[src/sv/rcsa_pkg.sv]
// ----------------------------------------------------------------------------
// rcsa_pkg
// Shared widths, codes and types of the ring cache slot allocator.
// ----------------------------------------------------------------------------
package rcsa_pkg;

    localparam int SLOTS      = 24;
    localparam int SLOT_W     = (SLOTS > 1) ? $clog2(SLOTS) : 1;
    localparam int CNT_W      = $clog2(SLOTS + 1);
    localparam int ID_W       = 12;
    localparam int BYTE_W     = 20;
    localparam int AGE_W      = 32;
    localparam int MODE_W     = 2;
    localparam int STATUS_W   = 2;
    localparam int SLOT_OUT_W = 5;

    localparam logic [BYTE_W-1:0] CAP_RESET  = BYTE_W'(163840);
    localparam logic [BYTE_W:0]   GRAIN_MASK = (BYTE_W + 1)'(31);

    // Transaction modes
    localparam logic [MODE_W-1:0] MODE_REQ   = 2'd0;
    localparam logic [MODE_W-1:0] MODE_TICK  = 2'd1;
    localparam logic [MODE_W-1:0] MODE_FLUSH = 2'd2;

    // Result status codes
    localparam logic [STATUS_W-1:0] ST_HIT    = 2'd0;
    localparam logic [STATUS_W-1:0] ST_ALLOC  = 2'd1;
    localparam logic [STATUS_W-1:0] ST_REJECT = 2'd2;
    localparam logic [STATUS_W-1:0] ST_DONE   = 2'd3;

    // One slot table entry as stored in the slot memory
    typedef struct packed {
        logic [ID_W-1:0]   id;
        logic [BYTE_W-1:0] start;
        logic [BYTE_W-1:0] length;
        logic [AGE_W-1:0]  last_use;
    } t_slot_entry;

    localparam int ENTRY_W = $bits(t_slot_entry);

    // Per-entry findings of the table walk
    typedef struct packed {
        logic hit;
        logic overlap;
        logic older;
    } t_slot_eval;

endpackage

[src/sv/rcsa_slot_ram.sv]
// ----------------------------------------------------------------------------
// rcsa_slot_ram
// Single-port-write, single-port-read synchronous RAM with registered read.
// ----------------------------------------------------------------------------
module rcsa_slot_ram #(
    parameter int DEPTH = 24,
    parameter int WIDTH = 84
) (
    input  logic                             i_clk,
    input  logic                             i_rd_en,
    input  logic [$clog2(DEPTH)-1:0]         i_rd_addr,
    output logic [WIDTH-1:0]                 o_rd_data,
    input  logic                             i_wr_en,
    input  logic [$clog2(DEPTH)-1:0]         i_wr_addr,
    input  logic [WIDTH-1:0]                 i_wr_data
);

    logic [WIDTH-1:0] r_mem [DEPTH];
    logic [WIDTH-1:0] r_rd_data;

    // Write port
    always_ff @(posedge i_clk) begin
        if (i_wr_en) begin
            r_mem[i_wr_addr] <= i_wr_data;
        end
    end

    // Registered read port
    always_ff @(posedge i_clk) begin
        if (i_rd_en) begin
            r_rd_data <= r_mem[i_rd_addr];
        end
    end

    assign o_rd_data = r_rd_data;

endmodule

[src/sv/rcsa_slot_eval.sv]
// ----------------------------------------------------------------------------
// rcsa_slot_eval
// Evaluates one slot entry during the table walk: id match, overlap with
// the new region, and age order against the oldest entry seen so far.
// ----------------------------------------------------------------------------
module rcsa_slot_eval (
    input  rcsa_pkg::t_slot_entry              i_entry,
    input  logic                               i_valid,
    input  logic                               i_first,
    input  logic [rcsa_pkg::ID_W-1:0]          i_id,
    input  logic [rcsa_pkg::BYTE_W-1:0]        i_lo,
    input  logic [rcsa_pkg::BYTE_W:0]          i_hi,
    input  logic [rcsa_pkg::AGE_W-1:0]         i_min_age,
    output rcsa_pkg::t_slot_eval               o_eval
);

    import rcsa_pkg::*;

    logic [BYTE_W:0] w_end;

    // End of the stored region, one bit wider to keep the carry
    assign w_end = {1'b0, i_entry.start} + {1'b0, i_entry.length};

    assign o_eval.hit     = i_valid && (i_entry.id == i_id);
    assign o_eval.overlap = i_valid && ({1'b0, i_entry.start} < i_hi) &&
                            ({1'b0, i_lo} < w_end);
    assign o_eval.older   = i_first || (i_entry.last_use < i_min_age);

endmodule

[src/sv/ring_cache_slot_allocator_unit.sv]
// ----------------------------------------------------------------------------
// ring_cache_slot_allocator_unit
// Slot allocator for a linear cache region, slot table held in one RAM.
// Tick, flush and unused modes: result registered in the cycle after acceptance.
// Request: the walk reads the slot RAM, one read a cycle, then the result is
//   loaded once the output register is free; no new request is taken until then.
// Reset clears valid bits, cursor and age counter and sets capacity (163840)
//   at once; slot RAM contents stay undefined, no clearing pass.
// ----------------------------------------------------------------------------
module ring_cache_slot_allocator_unit (
    input  logic                                  i_clk,
    input  logic                                  i_rst_n,
    input  logic                                  i_in_valid,
    output logic                                  o_in_ready,
    input  logic [rcsa_pkg::MODE_W-1:0]           i_mode,
    input  logic [rcsa_pkg::ID_W-1:0]             i_item_id,
    input  logic [rcsa_pkg::BYTE_W-1:0]           i_item_size,
    output logic                                  o_out_valid,
    input  logic                                  i_out_ready,
    output logic [rcsa_pkg::STATUS_W-1:0]         o_status,
    output logic [rcsa_pkg::SLOT_OUT_W-1:0]       o_slot,
    output logic [rcsa_pkg::BYTE_W-1:0]           o_region_start,
    output logic [rcsa_pkg::BYTE_W-1:0]           o_region_size,
    input  logic                                  i_cfg_we,
    input  logic [rcsa_pkg::BYTE_W-1:0]           i_cfg_wdata
);

    import rcsa_pkg::*;

    typedef enum logic [2:0] {
        S_IDLE = 3'b001,
        S_SCAN = 3'b010,
        S_DONE = 3'b100
    } t_state;

    t_state              r_state, n_state;
    logic [SLOTS-1:0]    r_valid;
    logic [SLOTS-1:0]    r_kill;
    logic [BYTE_W-1:0]   r_cursor;
    logic [AGE_W-1:0]    r_age;
    logic [BYTE_W-1:0]   r_cap;

    // Request context
    logic [ID_W-1:0]     r_id;
    logic [BYTE_W-1:0]   r_rounded;
    logic                r_reject;
    logic [BYTE_W-1:0]   r_lo;
    logic [BYTE_W:0]     r_hi;

    // Walk state
    logic [CNT_W-1:0]    r_rd_idx;
    logic                r_cmp_vld;
    logic [SLOT_W-1:0]   r_cmp_idx;
    logic                r_hit;
    logic [SLOT_W-1:0]   r_hit_idx;
    t_slot_entry         r_hit_entry;
    logic [AGE_W-1:0]    r_min_age;
    logic [SLOT_W-1:0]   r_lru_idx;

    // Output register
    logic                r_out_vld;
    logic [STATUS_W-1:0] r_status;
    logic [SLOT_OUT_W-1:0] r_slot;
    logic [BYTE_W-1:0]   r_start;
    logic [BYTE_W-1:0]   r_size;

    logic                w_in_acc;
    logic                w_out_free;
    logic                w_out_load;
    logic [BYTE_W:0]     w_round_sum;
    logic [BYTE_W:0]     w_rounded;
    logic                w_reject;
    logic                w_wrap;
    logic [BYTE_W-1:0]   w_lo;
    logic [BYTE_W:0]     w_hi;
    logic                w_rd_en;
    logic                w_scan_last;
    t_slot_entry         w_rd_entry;
    t_slot_eval          w_eval;
    logic [SLOTS-1:0]    w_live;
    logic                w_free_found;
    logic [SLOT_W-1:0]   w_free_idx;
    logic [SLOT_W-1:0]   w_victim;
    logic                w_wr_en;
    logic [SLOT_W-1:0]   w_wr_addr;
    t_slot_entry         w_wr_entry;
    logic [STATUS_W-1:0] w_res_status;
    logic [SLOT_OUT_W-1:0] w_res_slot;
    logic [BYTE_W-1:0]   w_res_start;
    logic [BYTE_W-1:0]   w_res_size;

    // Handshakes
    assign w_out_free = !r_out_vld || i_out_ready;
    assign o_in_ready = (r_state == S_IDLE) && (w_out_free || (i_mode == MODE_REQ));
    assign w_in_acc   = i_in_valid && o_in_ready;

    // Round size up to the 32-byte grain and check it against the capacity
    assign w_round_sum = {1'b0, i_item_size} + GRAIN_MASK;
    assign w_rounded   = w_round_sum & ~GRAIN_MASK;
    assign w_reject    = (i_item_size > r_cap) || w_rounded[BYTE_W];

    // Place the region, wrapping to zero when it would pass the capacity
    assign w_wrap = ({1'b0, r_cursor} + {1'b0, r_rounded}) > {1'b0, r_cap};
    assign w_lo   = w_wrap ? '0 : r_cursor;
    assign w_hi   = {1'b0, w_lo} + {1'b0, r_rounded};

    // Walk the slot RAM, one read a cycle
    assign w_rd_en     = (r_state == S_SCAN) && (r_rd_idx < CNT_W'(SLOTS));
    assign w_scan_last = r_cmp_vld && (r_cmp_idx == SLOT_W'(SLOTS - 1));

    rcsa_slot_ram #(
        .DEPTH (SLOTS),
        .WIDTH (ENTRY_W)
    ) u_slot_ram (
        .i_clk     (i_clk),
        .i_rd_en   (w_rd_en),
        .i_rd_addr (r_rd_idx[SLOT_W-1:0]),
        .o_rd_data (w_rd_entry),
        .i_wr_en   (w_wr_en),
        .i_wr_addr (w_wr_addr),
        .i_wr_data (w_wr_entry)
    );

    rcsa_slot_eval u_slot_eval (
        .i_entry   (w_rd_entry),
        .i_valid   (r_valid[r_cmp_idx]),
        .i_first   (r_cmp_idx == '0),
        .i_id      (r_id),
        .i_lo      (r_lo),
        .i_hi      (r_hi),
        .i_min_age (r_min_age),
        .o_eval    (w_eval)
    );

    // Pick the first slot left invalid after the overlap sweep
    always_comb begin
        w_live       = r_valid & ~r_kill;
        w_free_found = 1'b0;
        w_free_idx   = '0;
        for (int i = SLOTS - 1; i >= 0; i--) begin
            if (!w_live[i]) begin
                w_free_found = 1'b1;
                w_free_idx   = SLOT_W'(i);
            end
        end
    end

    assign w_victim = w_free_found ? w_free_idx : r_lru_idx;

    // Resolve the request: write back the slot and form the result
    always_comb begin
        w_wr_en      = 1'b0;
        w_wr_addr    = r_hit_idx;
        w_wr_entry   = r_hit_entry;
        w_res_status = ST_REJECT;
        w_res_slot   = '0;
        w_res_start  = '0;
        w_res_size   = '0;
        if (r_hit) begin
            w_wr_en             = (r_state == S_DONE) && w_out_free;
            w_wr_entry.last_use = r_age;
            w_res_status        = ST_HIT;
            w_res_slot          = SLOT_OUT_W'(r_hit_idx);
            w_res_start         = r_hit_entry.start;
            w_res_size          = r_hit_entry.length;
        end else if (!r_reject) begin
            w_wr_en             = (r_state == S_DONE) && w_out_free;
            w_wr_addr           = w_victim;
            w_wr_entry.id       = r_id;
            w_wr_entry.start    = r_lo;
            w_wr_entry.length   = r_rounded;
            w_wr_entry.last_use = r_age;
            w_res_status        = ST_ALLOC;
            w_res_slot          = SLOT_OUT_W'(w_victim);
            w_res_start         = r_lo;
            w_res_size          = r_rounded;
        end
    end

    // Next state
    always_comb begin
        n_state = r_state;
        case (r_state)
            S_IDLE: begin
                if (w_in_acc && (i_mode == MODE_REQ)) begin
                    n_state = S_SCAN;
                end
            end
            S_SCAN: begin
                if (w_scan_last) begin
                    n_state = S_DONE;
                end
            end
            S_DONE: begin
                if (w_out_free) begin
                    n_state = S_IDLE;
                end
            end
            default: n_state = S_IDLE;
        endcase
    end

    assign w_out_load = ((r_state == S_IDLE) && w_in_acc && (i_mode != MODE_REQ)) ||
                        ((r_state == S_DONE) && w_out_free);

    // Control state
    always_ff @(posedge i_clk) begin
        if (!i_rst_n) begin
            r_state   <= S_IDLE;
            r_valid   <= '0;
            r_cursor  <= '0;
            r_age     <= '0;
            r_cap     <= CAP_RESET;
            r_out_vld <= 1'b0;
            r_cmp_vld <= 1'b0;
            r_rd_idx  <= '0;
            r_hit     <= 1'b0;
            r_kill    <= '0;
        end else begin
            r_state <= n_state;

            // Capacity register write
            if (i_cfg_we) begin
                r_cap <= i_cfg_wdata;
            end

            // Drop the result once taken, load a new one when ready
            if (w_out_load) begin
                r_out_vld <= 1'b1;
            end else if (i_out_ready) begin
                r_out_vld <= 1'b0;
            end

            // Tick and flush act at acceptance
            if ((r_state == S_IDLE) && w_in_acc) begin
                if (i_mode == MODE_TICK) begin
                    r_age <= r_age + AGE_W'(1);
                end
                if (i_mode == MODE_FLUSH) begin
                    r_valid  <= '0;
                    r_cursor <= '0;
                end
                r_rd_idx  <= '0;
                r_cmp_vld <= 1'b0;
                r_hit     <= 1'b0;
                r_kill    <= '0;
            end

            // Advance the walk
            if (r_state == S_SCAN) begin
                if (w_rd_en) begin
                    r_rd_idx <= r_rd_idx + CNT_W'(1);
                end
                r_cmp_vld <= w_rd_en;
                if (r_cmp_vld) begin
                    if (w_eval.hit && !r_hit) begin
                        r_hit <= 1'b1;
                    end
                    r_kill[r_cmp_idx] <= w_eval.overlap;
                end
            end

            // Commit an allocation
            if ((r_state == S_DONE) && w_out_free && !r_hit && !r_reject) begin
                r_valid  <= w_live | (SLOTS'(1) << w_victim);
                r_cursor <= r_hi[BYTE_W-1:0];
            end
        end
    end

    // Request context and walk payload
    always_ff @(posedge i_clk) begin
        if ((r_state == S_IDLE) && w_in_acc) begin
            r_id      <= i_item_id;
            r_rounded <= w_rounded[BYTE_W-1:0];
            r_reject  <= w_reject;
        end
        if ((r_state == S_SCAN) && (r_rd_idx == '0)) begin
            r_lo <= w_lo;
            r_hi <= w_hi;
        end
        if (r_state == S_SCAN) begin
            r_cmp_idx <= r_rd_idx[SLOT_W-1:0];
        end
        if ((r_state == S_SCAN) && r_cmp_vld) begin
            if (w_eval.hit && !r_hit) begin
                r_hit_idx   <= r_cmp_idx;
                r_hit_entry <= w_rd_entry;
            end
            if (w_eval.older) begin
                r_min_age <= w_rd_entry.last_use;
                r_lru_idx <= r_cmp_idx;
            end
        end
    end

    // Output payload
    always_ff @(posedge i_clk) begin
        if (w_out_load) begin
            if (r_state == S_DONE) begin
                r_status <= w_res_status;
                r_slot   <= w_res_slot;
                r_start  <= w_res_start;
                r_size   <= w_res_size;
            end else begin
                r_status <= ST_DONE;
                r_slot   <= '0;
                r_start  <= '0;
                r_size   <= '0;
            end
        end
    end

    assign o_out_valid    = r_out_vld;
    assign o_status       = r_status;
    assign o_slot         = r_slot;
    assign o_region_start = r_start;
    assign o_region_size  = r_size;

endmodule

[config.mk]
export PLATFORM = sky130hd
export DESIGN_NAME = ring_cache_slot_allocator_unit
export DESIGN_NICKNAME = d
export VERILOG_FILES = /design/src/sv/rcsa_pkg.sv /design/src/sv/rcsa_slot_ram.sv /design/src/sv/rcsa_slot_eval.sv /design/src/sv/ring_cache_slot_allocator_unit.sv
export SDC_FILE = /design/constraint.sdc
export NUM_CORES = 2
export LEC_CHECK = 0
export ABC_AREA = 1
export BUFFER_PORTS_ARGS = -buffer_cell sky130_fd_sc_hd__buf_2
export CAP_MARGIN = 20
export CELL_PAD_IN_SITES_DETAIL_PLACEMENT = 1
export CELL_PAD_IN_SITES_GLOBAL_PLACEMENT = 2
export CORE_MARGIN = 1
export CORE_UTILIZATION = 45
export DETAILED_ROUTE_END_ITERATION = 7
export PLACE_DENSITY = 0.81
export SYNTH_ARGS = -nofsm -noshare
export SYNTH_HDL_FRONTEND = slang
export SYNTH_SLANG_ARGS = --single-unit
[constraint.sdc]
create_clock -name i_clk -period 11.3 [get_ports i_clk]
set_input_delay 2.26 -clock i_clk [delete_from_list [all_inputs] [get_ports i_clk]]
set_output_delay 2.26 -clock i_clk [all_outputs]
set_load 0.01 [all_outputs]
### After elaboration in Yosys (flattened, before gate mapping)

Memories as Yosys holds them, arrays and structs flattened. A register that Yosys moved wholly into a read port is not among the register bits.
Cells that the tools add are included.

* register bits: 378
* memory bits (writable): 2016
* bits of input ports: 59
* output and inout bits: 49
* logic and storage cells: 191
* memories: 1

Memory list
* u_slot_ram.r_mem: depth 24, bits a word 84, read ports 1, clocked after memory_dff 1, write ports 1, line rcsa_slot_ram.sv:18 `logic [WIDTH-1:0] r_mem [DEPTH];`

* add/sub/neg operators: 6
* $lt $le $gt $ge: 8
* equal/unequal tests: 10
* shift-type cells: 1
* muxes and demuxes: 97
* bitwise logic cells: 3
* reductions and logical operators: 38

Operators by type and width (number)
* 2-to-1 mux 24 bit: 7
* 2-to-1 mux 20 bit: 8
* 2-to-1 mux 5 bit: 32
* 2-to-1 mux 84 bit: 1
* adder 20 x 20 -> 21 bit: 3
* 2-to-1 mux 52 bit: 1
* less-than comparator 20 x 21 -> 1 bit: 2
* 2-to-1 mux 1 bit: 38
* adder 32 x 1 -> 32 bit, second input constant: 1
* less-than comparator 32 bit: 1
* 2-to-1 mux 32 bit: 1
* AND 24 bit: 1
* bitwise mux 24 bit: 1
* NOT 24 bit: 1
* bitwise OR 24 bit: 1
* left shift 1 x 5 -> 24 bit, first input constant: 1
* adder 20 x 5 -> 21 bit, second input constant: 1
* > comparator 21 x 20 -> 1 bit: 1
* > comparator 20 bit: 1
* logical AND 1 bit: 17
* == test 12 bit: 1
* logical NOT 5 bit: 2
* nonzero test 2 bit: 5
* 2-to-1 mux 3 bit: 3
* other kinds (20): 32

### Longest topological paths before layout

* depth in word-level cells: 30
* gate-level depth with buffers: 43
* mapped depth without buffers: 42

### By module

From an unflattened synthesis, not the netlist that was laid out.

* cell total of the unflattened synthesis: 9975
* area, all modules: 107378.0 sq um

By module, submodules not included
* rcsa_slot_ram: instances 1, cells each 7609, area an instance 86898.3 sq um, sequential area each 63060.5 sq um
* ring_cache_slot_allocator_unit: instances 1, cells each 1835, area an instance 17340.4 sq um, sequential area each 9889.5 sq um
* rcsa_slot_eval: instances 1, cells each 531, area an instance 3139.3 sq um, sequential area each 0.0 sq um

### Least setup slack after synthesis

Ideal clock, no wire load.

* path kind: register -> register
* start point: reg r_cmp_idx[1]
* end point: reg r_hit_entry[0] (netlist bit), enable pin
* setup time: 759 ps
* data arrival time: 9743 ps
* required time: 10541 ps
* setup slack: 799 ps
* stages on the path, launching flop included: 10
* buffers on the path: 0
* cell sequence: edfxtp_1 > nor2_1 > inv_1 > o22ai_1 > a21oi_1 > o211ai_1 > o311ai_1 > o21ai_0 > o21ai_0 > nor4_1

* cells in the longest elaborated chain, start to end: 5

Ends and longest elaborated chain
* from (decl): line ring_cache_slot_allocator_unit.sv:53 `logic [SLOT_W-1:0] r_cmp_idx;`
* from (signal assigned): line ring_cache_slot_allocator_unit.sv:283 `r_cmp_idx <= r_rd_idx[SLOT_W-1:0];`
* binary-select mux 1 bit (select 5 bit): line ring_cache_slot_allocator_unit.sv:126 `.i_valid (r_valid[r_cmp_idx]),`
* 2-to-1 mux 1 bit (implied by the code): line ring_cache_slot_allocator_unit.sv:126
* logical AND 1 bit: line rcsa_slot_eval.sv:24 `assign o_eval.hit = i_valid && (i_entry.id == i_id);`
* logical AND 1 bit: line ring_cache_slot_allocator_unit.sv:286 `if (w_eval.hit && !r_hit) begin`
* AND reduction 2 bit (no line)
* to (signal assigned): line ring_cache_slot_allocator_unit.sv:288 `r_hit_entry <= w_rd_entry;`
* to (decl): line ring_cache_slot_allocator_unit.sv:56 `t_slot_entry r_hit_entry;`

Every way passes these cells. The select of a mux whose other input is x is not followed.
A chain may end at the register's enable or synchronous reset.

### Final worst setup path

* start point: reg r_rounded[5]
* end point: reg r_hi[19], data pin

* cells in the longest elaborated chain, start to end: 4

Ends and longest elaborated chain
* from (decl): line ring_cache_slot_allocator_unit.sv:45 `logic [BYTE_W-1:0] r_rounded;`
* from (signal assigned): line ring_cache_slot_allocator_unit.sv:275 `r_rounded <= w_rounded[BYTE_W-1:0];`
* adder 20 x 20 -> 21 bit: line ring_cache_slot_allocator_unit.sv:103 `assign w_wrap = ({1'b0, r_cursor} + {1'b0, r_rounded}) > {1'b0, r_cap};`
* > comparator 21 x 20 -> 1 bit: line ring_cache_slot_allocator_unit.sv:103
* 2-to-1 mux 20 bit: line ring_cache_slot_allocator_unit.sv:104 `assign w_lo = w_wrap ? '0 : r_cursor;`
* via w_lo[5]: line ring_cache_slot_allocator_unit.sv:74 `logic [BYTE_W-1:0] w_lo;`
* adder 20 x 20 -> 21 bit: line ring_cache_slot_allocator_unit.sv:105 `assign w_hi = {1'b0, w_lo} + {1'b0, r_rounded};`
* via w_hi[19]: line ring_cache_slot_allocator_unit.sv:75 `logic [BYTE_W:0] w_hi;`
* to (signal assigned): line ring_cache_slot_allocator_unit.sv:280 `r_hi <= w_hi;`
* to (decl): line ring_cache_slot_allocator_unit.sv:48 `logic [BYTE_W:0] r_hi;`

The timed path passes the listed nets, and every way through them passes these cells.

==> impl_metrics.csv <==
group,metric,value,unit
yosys,ys_async_sr_fraction,0,%
flow_run,max_cap_violations,0,
yosys,synthCells,7787,
yosys,synth-edff-count,2342,
sta,max_freq,133,MHz
sta,fin_ws,3.78,ns
drt,routed_via_density,6.12,
sta,clock_skew,0.0610,ns
global_routing,grt_usage,27.5,%
die,coreArea,0.220,mm2
global_routing,met1_usage,38.2,%
yosys,yosys.cell_types.count,57,
finish,final_common_cell,"edfxtp_1",
finish,fin_nets,8086,
die,dieHeight,473,um
die,die_x,473,um
clocking,cts-buffers-inserted,278,
sta,drv_slew,0,
global_routing,gr-total-overflow,0,
drt,detail-route-antenna-nets,0,
critical_path,worstSetupPathType,"flop to flop",
sta,tightest_slew,1.21,ns
yosys,yosys_warnings,0,
clocking,cts.clk_slew.worst_paths,0.06,ns
yosys,syn-cell-area,0.0998,mm2
sta,slew_headroom,19.0,%
finish,syn_to_final_growth,12.8,%
sta,finalSetupViolCount,0,
critical_path,cp-end-kind,"flop",
critical_path,critical_path_arrival,8.18,ns
clocking,post_cts_resized,0,
drt,drt_wl_total,311,mm
placement,dpl-instance-area,0.104,mm2
finish,layout_common_cells,"edfxtp_1 (2342), nor2_1 (1195), o21ai_0 (1098)",
sta,post-route-min-period,7.52,ns
yosys,avgSynthCellArea,12.8,um2
global_routing,grt_most_used_layer,"met2",
finish,n_fill_cell,21900,
placement,portBuffers,107,
min_path,hp-start,"r_valid[19]",
critical_path,rr_startpoint,"r_rounded[5]",
global_routing,grtUsageMet2,45.2,%
yosys,synth_fp_nets,8011,
finish,drive_gt1_share,9.28,%
clocking,post_cts_buffers,0,
clocking,cts_max_level,5,
pwr,power.density,172,mW/mm2
outcome,status,"completed",
clocking,cts.sinks,2473,
global_routing,antenna_found_initial,15,
sta,hold_violations,0,
critical_path,cp_common_cell,"nor2_1",
global_routing,grt_start_max_net_pins,190,
die,io_pins,108,
drt,firstDrtPassIters,5,
drt,route.detailed.drc,0,
die,placementRows,172,
min_path,min_path_cells,2,
sta,fin_crit_sh,66.6,%
critical_path,worstSetupStartpointType,"flop",
critical_path,critPathRequiredTime,11.96,ns
critical_path,cpPeakStageDelay,0.45,ns
clocking,clkLatencyLatePin,0.95,ns
die,initial_core_util,45.3,%
yosys,synth_seq_cells,2473,
die,die-area,0.224,mm2
placement,hpwl,172,mm
yosys,ys.flop_type,"edfxtp_1",
critical_path,r2r_end,"r_hi[19]",
min_path,whs_endpoint,"r_valid[19]",
clocking,cts_buffer_depth,4,
drt,wl_per_cell,28.3,um
placement,place_ws,3.84,ns
global_routing,use_met3,3.75,%
placement,routabilityCongestion,0.845,
clocking,holdBufCountCts,0,
critical_path,path_max_fanout,20,
drt,first_iter_violations,7239,
clocking,root_buffer,"clkbuf_16",
critical_path,worstRegToRegCells,43,
sta,rsz0062_at_grt,"no",
min_path,hold_path_class,"flop to flop",
sta,finalSetupTns,0,ns
pwr,power_leakage,37.4,nW
global_routing,grt_pass1_wl,457,mm
yosys,yosysSeqAreaShare,73.1,%
finish,finalInstanceArea,0.113,mm2
critical_path,crit_slowest_cell,"edfxtp_1",
critical_path,r2r_slack,3.78,ns
clocking,tritoncts,"done",
drt,vias,67400,
pwr,irDropWorstVdd,127,uV
global_routing,grt_pass1_vias,69500,
logic make-up (layout without fill, tap and decap cells):
logic type,Yosys count,count (layout),synth area share [%]
and+or+nand+nor,2105,2105,8.70
muxes,5,5,0.0564
other,0,1,0
DFF,2473,2473,73.1
adders and majority gates,165,165,2.09
xor gates and xnor gates,60,60,0.526
buffers and inverters,803,1059,3.02
AOI/OAI and AO/OA,2176,2176,12.5
how the worst max path moves through the flow:
stage	start	end	slack, ns
global route	r_rounded[5]	r_hi[19]	2.94
finish	r_rounded[5]	r_hi[19]	3.78
global placement	r_rounded[8]	r_hi[19]	3.73
detailed placement	r_rounded[5]	r_hi[19]	3.84
floorplan	r_cmp_idx[1]	r_hit_entry[0]	0.80
CTS	r_rounded[5]	r_hi[19]	3.72
synth_stat cells, types with 5 or more instances:
cell,n,area share (%)
a211oi_1,8,0.060
a21oi_1,258,1.3
a221oi_1,7,0.061
a22o_1,84,0.74
a31oi_1,7,0.044
buf_1,18,0.068
clkbuf_1,468,1.8
dfxtp_1,131,2.6
edfxtp_1,2342,70
ha_1,162,2.0
inv_1,304,1.1
inv_2,9,0.034
mux2_2,5,0.056
nand2_1,459,1.7
nand3_1,224,1.1
nand4_1,110,0.69
nor2_1,1226,4.6
nor2_2,5,0.031
nor3_1,38,0.19
nor4_1,10,0.063
o211ai_1,77,0.58
o21ai_0,1139,5.7
o21ai_1,5,0.025
o21bai_1,17,0.13
o221ai_1,96,0.84
o22ai_1,455,2.9
or2_2,15,0.094
xnor2_1,21,0.18
xor2_1,39,0.34
area by class of cell:
class,instances,area (um2),share of cell area (%)
Multi-Input combinational cell,4511,24200,21.5
Tap cell,2958,3700,3.29
Inverter,314,1210,1.07
Sequential cell,2473,73000,64.8
Timing Repair Buffer,284,2080,1.85
Clock inverter,115,1010,0.893
Antenna cell,1,2.50,0.00222
Clock buffer,346,7430,6.60
per-layer routing:
layer	vias up	part of all wire, %	wire (um)
li1	29100	-	-
met1	34900	42	132000
met2	2799	48	149000
met3	529	7.2	22500
met4	10	2.6	7980
met5	-	0.022	70
worst max-delay path: cells and delay by family (launching register included):
family          cells  cell delay [ns]
fa+ha+maj           5             1.32
buf+inv             6             0.49
xor+xnor            2             0.29
simple gates       14             1.92
compound gates     16             2.79
flops               1             0.45
flip-flops by register name, indices dropped and copies added (netlist names), 12 cells and up:
signal,cells
r_cursor,20
r_lo,20
o_region_size,20
r_rounded,15
r_min_age,32
r_valid,24
r_cap,20
u_slot_ram.o_rd_data,84
r_hi,16
u_slot_ram.r_mem,2016
r_hit_entry,84
r_age,32
r_id,12
o_region_start,20
r_kill,24
through the flow:
step | power (mW) | util [%] | hold slack, ns | instances
floorplan | 10.6 | - | 0.406 | 7787
global placement | 10.9 | 47.2 | 0.445 | 10500
detailed placement | 10.9 | 47.2 | 0.459 | 10500
CTS | 19.5 | 51.1 | 0.467 | 11000
global route | 19.8 | 51.2 | 0.481 | 11000
finish | 19.4 | 51.2 | 0.466 | 11000
where the power goes:
part / switching, mW / internal [mW] / leakage (nW)
Sequential: 0.0178 / 10.2 / 22.2
Combinational: 0.454 / 0.121 / 11.1
Clock: 3.56 / 5.06 / 4.11
Note: power is estimated with default switching activity, not from simulation.
